### config.mk
export PLATFORM = sky130hd
export DESIGN_NAME = sine_cosine_taylor_series_top
export DESIGN_NICKNAME = d
export VERILOG_FILES = /design/src/design/sct_pkg.sv /design/src/design/sct_mul.sv /design/src/design/sct_seq.sv /design/src/design/sine_cosine_taylor_series_top.sv
export SDC_FILE = /design/constraint.sdc
export NUM_CORES = 2
export LEC_CHECK = 0
export ABC_AREA = 1
export BUFFER_PORTS_ARGS = -buffer_cell sky130_fd_sc_hd__buf_2
export CAP_MARGIN = 20
export CORE_MARGIN = 1
export CORE_UTILIZATION = 40
export DETAILED_ROUTE_END_ITERATION = 8
export GPL_TIMING_DRIVEN = 0
export HOLD_SLACK_MARGIN = 0.08
export PLACE_DENSITY = 0.64
export SYNTH_ARGS = -nofsm -noshare
export SYNTH_HDL_FRONTEND = slang
export SYNTH_SLANG_ARGS = --single-unit
### constraint.sdc
create_clock -name clock -period 14.61 [get_ports clock]
set_clock_uncertainty 0.15 [all_clocks]
set_input_delay 0.7305 -clock clock [delete_from_list [all_inputs] [get_ports clock]]
set_output_delay 0.7305 -clock clock [all_outputs]
set_load 0.1 [all_outputs]
### src/design/sct_pkg.sv
// Shared constants and channel types for the Taylor-series sine/cosine block.
`timescale 1ns / 1ps

package sct_pkg;

   // Field widths
   localparam int ANGLE_W = 32;
   localparam int Q30_W   = 32;
   localparam int TERMS_W = 7;
   localparam int THR_W   = 21;

   // Defaults
   localparam int              MAX_TERMS_DEF = 24;
   localparam logic [THR_W-1:0] THR_RESET    = 21'd72;

   // Q7.56 constants
   localparam logic [63:0] ONE_Q56    = 64'h0100_0000_0000_0000;
   localparam logic [63:0] TWO_PI_Q56 = 64'd452751216129849975;
   localparam logic [63:0] Q56_MAX    = 64'h7FFF_FFFF_FFFF_FFFF;
   localparam logic [63:0] Q56_MIN    = 64'h8000_0000_0000_0000;

   // Request to the shared multiplier
   typedef struct packed {
      logic        start;
      logic [63:0] a;
      logic [63:0] b;
   } mul_req_type;

   // Response from the shared multiplier
   typedef struct packed {
      logic        done;
      logic [63:0] p;
   } mul_rsp_type;

endpackage

### src/design/sct_mul.sv
// Iterative Q7.56 multiplier: one 32x32 multiplier over four partial products.
`timescale 1ns / 1ps

module sct_mul
   import sct_pkg::*;
(
   input  logic        clock,
   input  logic        reset,
   input  mul_req_type mul_req,
   output mul_rsp_type mul_rsp
);

   typedef enum logic [1:0] {ST_IDLE, ST_MUL, ST_FIN} state_type;

   localparam logic [2:0]   LAST_STEP = 3'd4;
   localparam logic [127:0] ROUND_Q56 = 128'd1 << 55;

   state_type    state_ff;
   logic [63:0]  mag_a_ff, mag_b_ff;
   logic         neg_ff;
   logic [127:0] acc_ff;
   logic [63:0]  pp_ff;
   logic [1:0]   pp_sel_ff;
   logic         pp_valid_ff;
   logic [2:0]   step_ff;
   logic [63:0]  prod_ff;
   logic         done_ff;

   logic [63:0]  mag_a, mag_b;
   logic [31:0]  half_a, half_b;
   logic [127:0] pp_wide, acc_sum;
   logic [71:0]  rnd_mag;
   logic [63:0]  sat_mag;

   // operand magnitudes
   assign mag_a = mul_req.a[63] ? (64'd0 - mul_req.a) : mul_req.a;
   assign mag_b = mul_req.b[63] ? (64'd0 - mul_req.b) : mul_req.b;

   // halves picked by the step count
   assign half_a = step_ff[0] ? mag_a_ff[63:32] : mag_a_ff[31:0];
   assign half_b = step_ff[1] ? mag_b_ff[63:32] : mag_b_ff[31:0];

   // align the registered partial product
   always_comb begin
      case (pp_sel_ff)
         2'd0:    pp_wide = {64'd0, pp_ff};
         2'd3:    pp_wide = {pp_ff, 64'd0};
         default: pp_wide = {32'd0, pp_ff, 32'd0};
      endcase
   end

   assign acc_sum = acc_ff + pp_wide;

   // accumulator started at one half LSB, so only truncation and clamp remain
   assign rnd_mag = acc_ff[127:56];
   assign sat_mag = (rnd_mag[71:63] != 9'd0) ? Q56_MAX : rnd_mag[63:0];

   // sequencer
   always_ff @(posedge clock) begin
      if (reset) begin
         state_ff    <= ST_IDLE;
         done_ff     <= 1'b0;
         pp_valid_ff <= 1'b0;
         step_ff     <= 3'd0;
      end else begin
         done_ff <= 1'b0;
         case (state_ff)
            ST_IDLE: begin
               if (mul_req.start) begin
                  mag_a_ff    <= mag_a;
                  mag_b_ff    <= mag_b;
                  neg_ff      <= mul_req.a[63] ^ mul_req.b[63];
                  acc_ff      <= ROUND_Q56;
                  step_ff     <= 3'd0;
                  pp_valid_ff <= 1'b0;
                  state_ff    <= ST_MUL;
               end
            end
            ST_MUL: begin
               if (pp_valid_ff) begin
                  acc_ff <= acc_sum;
               end
               if (step_ff == LAST_STEP) begin
                  pp_valid_ff <= 1'b0;
                  state_ff    <= ST_FIN;
               end else begin
                  pp_ff       <= 64'(half_a) * 64'(half_b);
                  pp_sel_ff   <= step_ff[1:0];
                  pp_valid_ff <= 1'b1;
                  step_ff     <= step_ff + 3'd1;
               end
            end
            ST_FIN: begin
               prod_ff  <= neg_ff ? (64'd0 - sat_mag) : sat_mag;
               done_ff  <= 1'b1;
               state_ff <= ST_IDLE;
            end
            default: state_ff <= ST_IDLE;
         endcase
      end
   end

   assign mul_rsp.done = done_ff;
   assign mul_rsp.p    = prod_ff;

endmodule

### src/design/sct_seq.sv
// Sequencer: angle reduction, both Taylor series and Q2.30 conversion.
`timescale 1ns / 1ps

module sct_seq
   import sct_pkg::*;
#(
   parameter int MAX_TERMS = MAX_TERMS_DEF
)(
   input  logic               clock,
   input  logic               reset,
   input  logic               start,
   output logic               busy,
   input  logic [ANGLE_W-1:0] angle,
   input  logic [THR_W-1:0]   threshold,
   output logic               rsp_valid,
   output logic [Q30_W-1:0]   rsp_sine,
   output logic [Q30_W-1:0]   rsp_cosine,
   output logic [TERMS_W-1:0] rsp_terms_used,
   output logic               rsp_hit_limit
);

   localparam int RECIP_COUNT = 2 * MAX_TERMS + 2;
   localparam int K_W         = $clog2(RECIP_COUNT);

   typedef enum logic [3:0] {
      ST_IDLE, ST_RED, ST_SQ_GO, ST_SQ_WAIT, ST_ADD, ST_M1_GO, ST_M1_WAIT,
      ST_M2_GO, ST_M2_WAIT, ST_CHK, ST_CVT_MAG, ST_CVT_RND, ST_OUT
   } state_type;

   state_type          state_ff;
   logic [63:0]        mag_ff;
   logic               ang_neg_ff;
   logic [63:0]        nx2_ff;
   logic [63:0]        term_ff;
   logic [63:0]        sum_ff;
   logic [K_W-1:0]     k_ff;
   logic [TERMS_W-1:0] cnt_ff;
   logic               cos_sel_ff;
   logic               lim_ff;
   logic [TERMS_W-1:0] ns_ff;
   logic               ls_ff;
   logic [63:0]        cvt_mag_ff;
   logic               cvt_neg_ff;
   logic               rsp_valid_ff;
   logic [Q30_W-1:0]   rsp_sine_ff, rsp_cosine_ff;
   logic [TERMS_W-1:0] rsp_terms_ff;
   logic               rsp_hit_ff;

   logic [63:0]        recip_tab [RECIP_COUNT];
   logic [63:0]        wide, wide_mag, term_mag, sum_add, sum_sat, cvt_rnd;
   logic               sum_ovf;
   logic [37:0]        cvt_r;
   logic [Q30_W-1:0]   q30;
   mul_req_type        mul_req;
   mul_rsp_type        mul_rsp;

   // reciprocal table 1/(k*(k+1)) in Q7.56, worked out at elaboration
   for (genvar g = 0; g < RECIP_COUNT; g++) begin : g_recip
      if (g == 0) begin : g_zero
         assign recip_tab[g] = 64'd0;
      end else begin : g_entry
         localparam logic [63:0] DEN   = 64'(g) * 64'(g + 1);
         localparam logic [63:0] RECIP = (ONE_Q56 + DEN / 2) / DEN;
         assign recip_tab[g] = RECIP;
      end
   end

   // widened angle and its magnitude
   assign wide     = {{2{angle[ANGLE_W-1]}}, angle, 30'd0};
   assign wide_mag = angle[ANGLE_W-1] ? (64'd0 - wide) : wide;

   assign term_mag = term_ff[63] ? (64'd0 - term_ff) : term_ff;

   // saturating accumulate
   assign sum_add = sum_ff + term_ff;
   assign sum_ovf = (sum_ff[63] == term_ff[63]) && (sum_add[63] != sum_ff[63]);
   assign sum_sat = sum_ovf ? (sum_ff[63] ? Q56_MIN : Q56_MAX) : sum_add;

   // Q7.56 to Q2.30: round on magnitude, clamp, restore sign
   assign cvt_rnd = cvt_mag_ff + (64'd1 << 25);
   assign cvt_r   = cvt_rnd[63:26];
   always_comb begin
      if (cvt_neg_ff) begin
         q30 = (cvt_r > 38'h0_8000_0000) ? 32'h8000_0000 : (32'd0 - cvt_r[31:0]);
      end else begin
         q30 = (cvt_r > 38'h0_7FFF_FFFF) ? 32'h7FFF_FFFF : cvt_r[31:0];
      end
   end

   // multiplier operands by step
   always_comb begin
      mul_req.start = 1'b0;
      mul_req.a     = term_ff;
      mul_req.b     = term_ff;
      case (state_ff)
         ST_SQ_GO: mul_req.start = 1'b1;
         ST_M1_GO: begin
            mul_req.start = 1'b1;
            mul_req.b     = recip_tab[k_ff];
         end
         ST_M2_GO: begin
            mul_req.start = 1'b1;
            mul_req.b     = nx2_ff;
         end
         default: mul_req.start = 1'b0;
      endcase
   end

   sct_mul u_mul (
      .clock   (clock),
      .reset   (reset),
      .mul_req (mul_req),
      .mul_rsp (mul_rsp)
   );

   // main sequencer
   always_ff @(posedge clock) begin
      if (reset) begin
         state_ff     <= ST_IDLE;
         rsp_valid_ff <= 1'b0;
         cnt_ff       <= '0;
         cos_sel_ff   <= 1'b0;
         lim_ff       <= 1'b0;
      end else begin
         rsp_valid_ff <= 1'b0;
         case (state_ff)
            ST_IDLE: begin
               if (start) begin
                  mag_ff     <= wide_mag;
                  ang_neg_ff <= angle[ANGLE_W-1];
                  cos_sel_ff <= 1'b0;
                  k_ff       <= K_W'(2);
                  cnt_ff     <= '0;
                  sum_ff     <= 64'd0;
                  lim_ff     <= 1'b0;
                  state_ff   <= ST_RED;
               end
            end
            // subtract two pi until below it
            ST_RED: begin
               if (mag_ff >= TWO_PI_Q56) begin
                  mag_ff <= mag_ff - TWO_PI_Q56;
               end else begin
                  term_ff  <= ang_neg_ff ? (64'd0 - mag_ff) : mag_ff;
                  state_ff <= ST_SQ_GO;
               end
            end
            ST_SQ_GO: state_ff <= ST_SQ_WAIT;
            ST_SQ_WAIT: begin
               if (mul_rsp.done) begin
                  nx2_ff   <= 64'd0 - mul_rsp.p;
                  state_ff <= ST_ADD;
               end
            end
            ST_ADD: begin
               sum_ff   <= sum_sat;
               cnt_ff   <= cnt_ff + TERMS_W'(1);
               state_ff <= ST_M1_GO;
            end
            ST_M1_GO: state_ff <= ST_M1_WAIT;
            ST_M1_WAIT: begin
               if (mul_rsp.done) begin
                  term_ff  <= mul_rsp.p;
                  state_ff <= ST_M2_GO;
               end
            end
            ST_M2_GO: state_ff <= ST_M2_WAIT;
            ST_M2_WAIT: begin
               if (mul_rsp.done) begin
                  term_ff  <= mul_rsp.p;
                  k_ff     <= k_ff + K_W'(2);
                  state_ff <= ST_CHK;
               end
            end
            // stop test on the next term
            ST_CHK: begin
               if (term_mag <= 64'(threshold)) begin
                  lim_ff   <= 1'b0;
                  state_ff <= ST_CVT_MAG;
               end else if (cnt_ff >= TERMS_W'(MAX_TERMS)) begin
                  lim_ff   <= 1'b1;
                  state_ff <= ST_CVT_MAG;
               end else begin
                  state_ff <= ST_ADD;
               end
            end
            ST_CVT_MAG: begin
               cvt_mag_ff <= sum_ff[63] ? (64'd0 - sum_ff) : sum_ff;
               cvt_neg_ff <= sum_ff[63];
               state_ff   <= ST_CVT_RND;
            end
            ST_CVT_RND: begin
               if (!cos_sel_ff) begin
                  rsp_sine_ff <= q30;
                  ns_ff       <= cnt_ff;
                  ls_ff       <= lim_ff;
                  cos_sel_ff  <= 1'b1;
                  term_ff     <= ONE_Q56;
                  k_ff        <= K_W'(1);
                  cnt_ff      <= '0;
                  sum_ff      <= 64'd0;
                  state_ff    <= ST_ADD;
               end else begin
                  rsp_cosine_ff <= q30;
                  state_ff      <= ST_OUT;
               end
            end
            ST_OUT: begin
               rsp_terms_ff <= (ns_ff > cnt_ff) ? ns_ff : cnt_ff;
               rsp_hit_ff   <= ls_ff | lim_ff;
               rsp_valid_ff <= 1'b1;
               state_ff     <= ST_IDLE;
            end
            default: state_ff <= ST_IDLE;
         endcase
      end
   end

   assign busy           = (state_ff != ST_IDLE);
   assign rsp_valid      = rsp_valid_ff;
   assign rsp_sine       = rsp_sine_ff;
   assign rsp_cosine     = rsp_cosine_ff;
   assign rsp_terms_used = rsp_terms_ff;
   assign rsp_hit_limit  = rsp_hit_ff;

   // multiplier answers only while a step waits for it
   a_done_in_wait: assert property (@(posedge clock) disable iff (reset)
      mul_rsp.done |-> (state_ff == ST_SQ_WAIT || state_ff == ST_M1_WAIT ||
                        state_ff == ST_M2_WAIT))
      else $error("multiplier result outside a wait step");

   // reduction is complete before squaring
   a_reduced: assert property (@(posedge clock) disable iff (reset)
      (state_ff == ST_SQ_GO) |-> (mag_ff < TWO_PI_Q56))
      else $error("angle not reduced below two pi");

   // term count stays within the limit
   a_count: assert property (@(posedge clock) disable iff (reset)
      cnt_ff <= TERMS_W'(MAX_TERMS))
      else $error("term count above limit");

   // result strobe only once the sequencer is back at rest
   a_rsp_idle: assert property (@(posedge clock) disable iff (reset)
      rsp_valid_ff |-> (state_ff == ST_IDLE && cos_sel_ff))
      else $error("result strobe while busy");

endmodule

### src/design/sine_cosine_taylor_series_top.sv
// Top level of the Taylor-series sine/cosine block: threshold register and sequencer.
`timescale 1ns / 1ps
//
// Usage:
//  - Input: drive req_angle (signed Q5.26 radians) and raise start; the
//    transfer happens at the clock edge where start is high and busy is low.
//    busy stays high until the result strobe.
//  - Output: rsp_sine / rsp_cosine (signed Q2.30, saturated), rsp_terms_used
//    and rsp_hit_limit are valid for exactly one cycle while rsp_valid is high.
//    The receiver cannot stall; it must take the result in that cycle.
//  - Config: csr_wr_en with csr_wr_data writes the 21-bit stop threshold
//    (units of 2^-56); write only while busy is low.
//  - Sequence: reduction takes q = 0..5 two-pi subtractions, and each series
//    sums 1..MAX_TERMS terms. All products go through the single shared
//    32x32 multiplier, two Q7.56 products per term.
//  - Overlap: no new angle until the last is done; busy is already low in the
//    result strobe cycle, so a start held then is taken at the edge that ends it.
//  - Reset (synchronous, active high): sequencer to idle, no result pending,
//    threshold back to 72.
//
module sine_cosine_taylor_series_top
   import sct_pkg::*;
#(
   parameter int MAX_TERMS = MAX_TERMS_DEF
)(
   input  logic               clock,
   input  logic               reset,
   input  logic               start,
   output logic               busy,
   input  logic [ANGLE_W-1:0] req_angle,
   output logic               rsp_valid,
   output logic [Q30_W-1:0]   rsp_sine,
   output logic [Q30_W-1:0]   rsp_cosine,
   output logic [TERMS_W-1:0] rsp_terms_used,
   output logic               rsp_hit_limit,
   input  logic               csr_wr_en,
   input  logic [THR_W-1:0]   csr_wr_data
);

   logic [THR_W-1:0] threshold_ff;

   // stop threshold register
   always_ff @(posedge clock) begin
      if (reset) begin
         threshold_ff <= THR_RESET;
      end else if (csr_wr_en) begin
         threshold_ff <= csr_wr_data;
      end
   end

   sct_seq #(
      .MAX_TERMS (MAX_TERMS)
   ) u_seq (
      .clock          (clock),
      .reset          (reset),
      .start          (start),
      .busy           (busy),
      .angle          (req_angle),
      .threshold      (threshold_ff),
      .rsp_valid      (rsp_valid),
      .rsp_sine       (rsp_sine),
      .rsp_cosine     (rsp_cosine),
      .rsp_terms_used (rsp_terms_used),
      .rsp_hit_limit  (rsp_hit_limit)
   );

endmodule

==> results.tsv <==
metric	value	unit
slowest cell delay on critical path	970	ps
Post-Syn Instances	12880	
drt first pass iters	7	
fmax	87.04	MHz
Final Worst Setup Slack	3121	ps
cell depth of the worst flop-to-flop path	31	
clock sink total	812	
critical path arrival	11820	ps
outcome	complete, no violations	
antenna violations before repair	37	
worst-margin pin slew	1277	ps
Distinct cells, synth	72	
most frequent cell after synthesis	nand2_1	
Placer Congestion	1.109	
Clock Latency Late Sink	770	ps
Syn Nets	14350	
post-CTS setup repair buffer count	0	
core area	0.2387	mm^2
Sequential Area	0.02396	mm^2
final hold vios	0	
Syn Std Cell Area	0.09640	mm^2
number of global-route vias before repair	88610	
Tmin final	11490	ps
ys async rst share	0	
initial core utilization	0.4038	
WP buf/inv	12	
first-pass GRT wire length	610900	um
post-synthesis mux area share	0	
Post-Synth Simple-Gate Area	0.2316	
Hold Path Class	in -> reg	
Final ANT Viol Nets	0	
Filler cells	24820	
DRC	0	
die extent in y	492.9	um
Max Slew Vio Count	0	
RSZ-0062 raised after global routing	no	
kind of end point of the critical path	flop	
die width	492.9	um
Setup Slack @ Placement	3350	ps
Worst EP required	14950	ps
worst setup path class	reg -> reg	
IO Count	131	
proportion of synthesized chip area in sequential cells	0.2486	
max cap viols	0	
largest net degree at the start of global routing	35	
ys flop type	edfxtp_1	
Synth Area in XOR/XNOR	0.03668	
crit path max fanout	10	
DRT iter0 DRCs	12120	
final non-filler cell total	16460	
synth top area cells	edfxtp_1, fa_1, nand2_1	
largest family of logic cells by synthesized area	adder cells	
Bufs on Longest Clock Path	3	
hold-critical path depth	2	
nets	14660	
dpl hpwl	359200	um
area occupied by multi-input gates	0.06220	mm^2
CTS tree	built	
critical path depth	31	
vias after detailed routing	93590	
Slew HR	0.1484	
Synth area leader	edfxtp_1	
die area	0.2430	mm^2
Post-synth EDFFs	770	
fin crit share	0.7863	
port buffer count	129	
Clock Pin Slew Worst Setup and Hold Paths	70	ps
yosys warns	0	
post-synthesis adder-cell area fraction	0.2534	
# setup viols final	0	
area delta synth->final	9.540	%
Synth top area share	0.2398	
complex-gate fraction of the synthesized area	0.1221	
synth cell count leaders	nand2_1, inv_1, nor2_1	
GRT overflow	0	
total CTS buffers	91	
share of layout cells above drive strength 1	0.04800	
placed cells	16260	
FF+latch count, synth	812	
All-Layer GR Usage	0.3466	
root buffer cell	clkbuf_16	
Worst setup SP type	flop	
Post-CTS Resized	0	
H-tree level count	3	
crit-path most repeated cell	inv_1	
syn_area_per_cell	7.483	um^2
cell family with most CP delay	adder cells	
final wirelength	427800	um
routed len/inst	25.99	um
vias per cell	5.686	
slowest cell on the critical path	clkbuf_1	
FP Rows	179	
==> cells in the final DEF (no fill, tap or decap), types with 27 or more instances in the layout <==
cell and count:
a21boi_0 33, a21oi_1 787, a31oi_1 105, buf_1 29, buf_2 162, buf_6 37, clkbuf_1 304, clkbuf_16 96
clkinv_1 39, dfxtp_1 42, edfxtp_1 770, fa_1 898, ha_1 516, inv_1 2316, inv_2 28, nand2_1 2340
nand3_1 389, nand3b_1 27, nand4_1 117, nor2_1 2023, nor2_2 28, nor3_1 200, nor4_1 71, o211ai_1 39
o21a_1 75, o21ai_0 743, o21ai_1 91, o21bai_1 27, o22ai_1 111, or2_2 84, xnor2_1 129, xor2_1 271
==> worst paths after layout <==
kind / from / end / slack [ps]
hold / removal: csr_wr_en / threshold_ff[6] / 160
setup reg to reg: u_seq.u_mul.step_ff[0] / u_seq.u_mul.pp_ff[37] / 3120
setup / recovery: u_seq.u_mul.step_ff[0] / u_seq.u_mul.pp_ff[37] / 3120
hold reg to reg: u_seq.cnt_ff[2] / u_seq.ns_ff[2] / 330
==> layer usage <==
layer / global-route usage / part of all wire / vias up
met5: 0 / 0.00058 / -
met4: 0.1835 / 0.063 / 32
met3: 0.09492 / 0.12 / 1083
met2: 0.5135 / 0.42 / 5594
met1: 0.4597 / 0.40 / 44990
li1: - / - / 41880
==> metrics by stage <==
stage / setup TNS (ps) / util / cell area [um^2] / hold slack (ps)
6_report: 0 / 0.4423 / 105600 / 155.9
5_1_grt: 0 / 0.4421 / 105500 / 115.8
3_5_place_dp: 0 / 0.4281 / 102200 / 304.2
2_1_floorplan: 0 / - / 96400 / 273.0
3_3_place_gp: -491270 / 0.4231 / 101000 / 293.4
4_1_cts: 0 / 0.4416 / 105400 / 107.1
==> repair_timing <==
action / in CTS / in global routing
setup endpoints to repair: 0 / 0
hold buffers: 2 / 0
hold endpoints to repair: 2 / 0
==> cell type report <==
type,count,share of cell area
Clock buffer,115,0.02380
Multi-Input combinational cell,9337,0.5890
Buffer,362,0.01392
Antenna cell,23,0.0005450
Sequential cell,812,0.2269
Tap cell,3167,0.03752
Clock inverter,55,0.006635
Inverter,2372,0.08431
Timing Repair Buffer,217,0.01736
==> cells by family (layout without fill, tap and decap cells) <==
family	count (synthesis)	count (layout)
buf+inv	2734	3121
xor+xnor	402	402
flops	812	812
fa+ha+maj	1414	1414
other cells	0	23
simple gates	5385	5385
compound gates	2136	2136
==> sequential cells by signal, summed over array words and instances, names as in the netlist, 21 cells and up <==
signal and cells:
u_seq.term_ff 64, u_seq.nx2_ff 64, u_seq.u_mul.acc_ff 128, u_seq.rsp_cosine 32, threshold_ff 21, u_seq.sum_ff 64
u_seq.u_mul.prod_ff 64, u_seq.rsp_sine 32, u_seq.u_mul.pp_ff 64, u_seq.mag_ff 64, u_seq.u_mul.mag_b_ff 64, u_seq.u_mul.mag_a_ff 64
u_seq.cvt_mag_ff 39
Power is not shown: default switching activity piles up to over one toggle a cycle in this logic, so the estimate is an artifact.
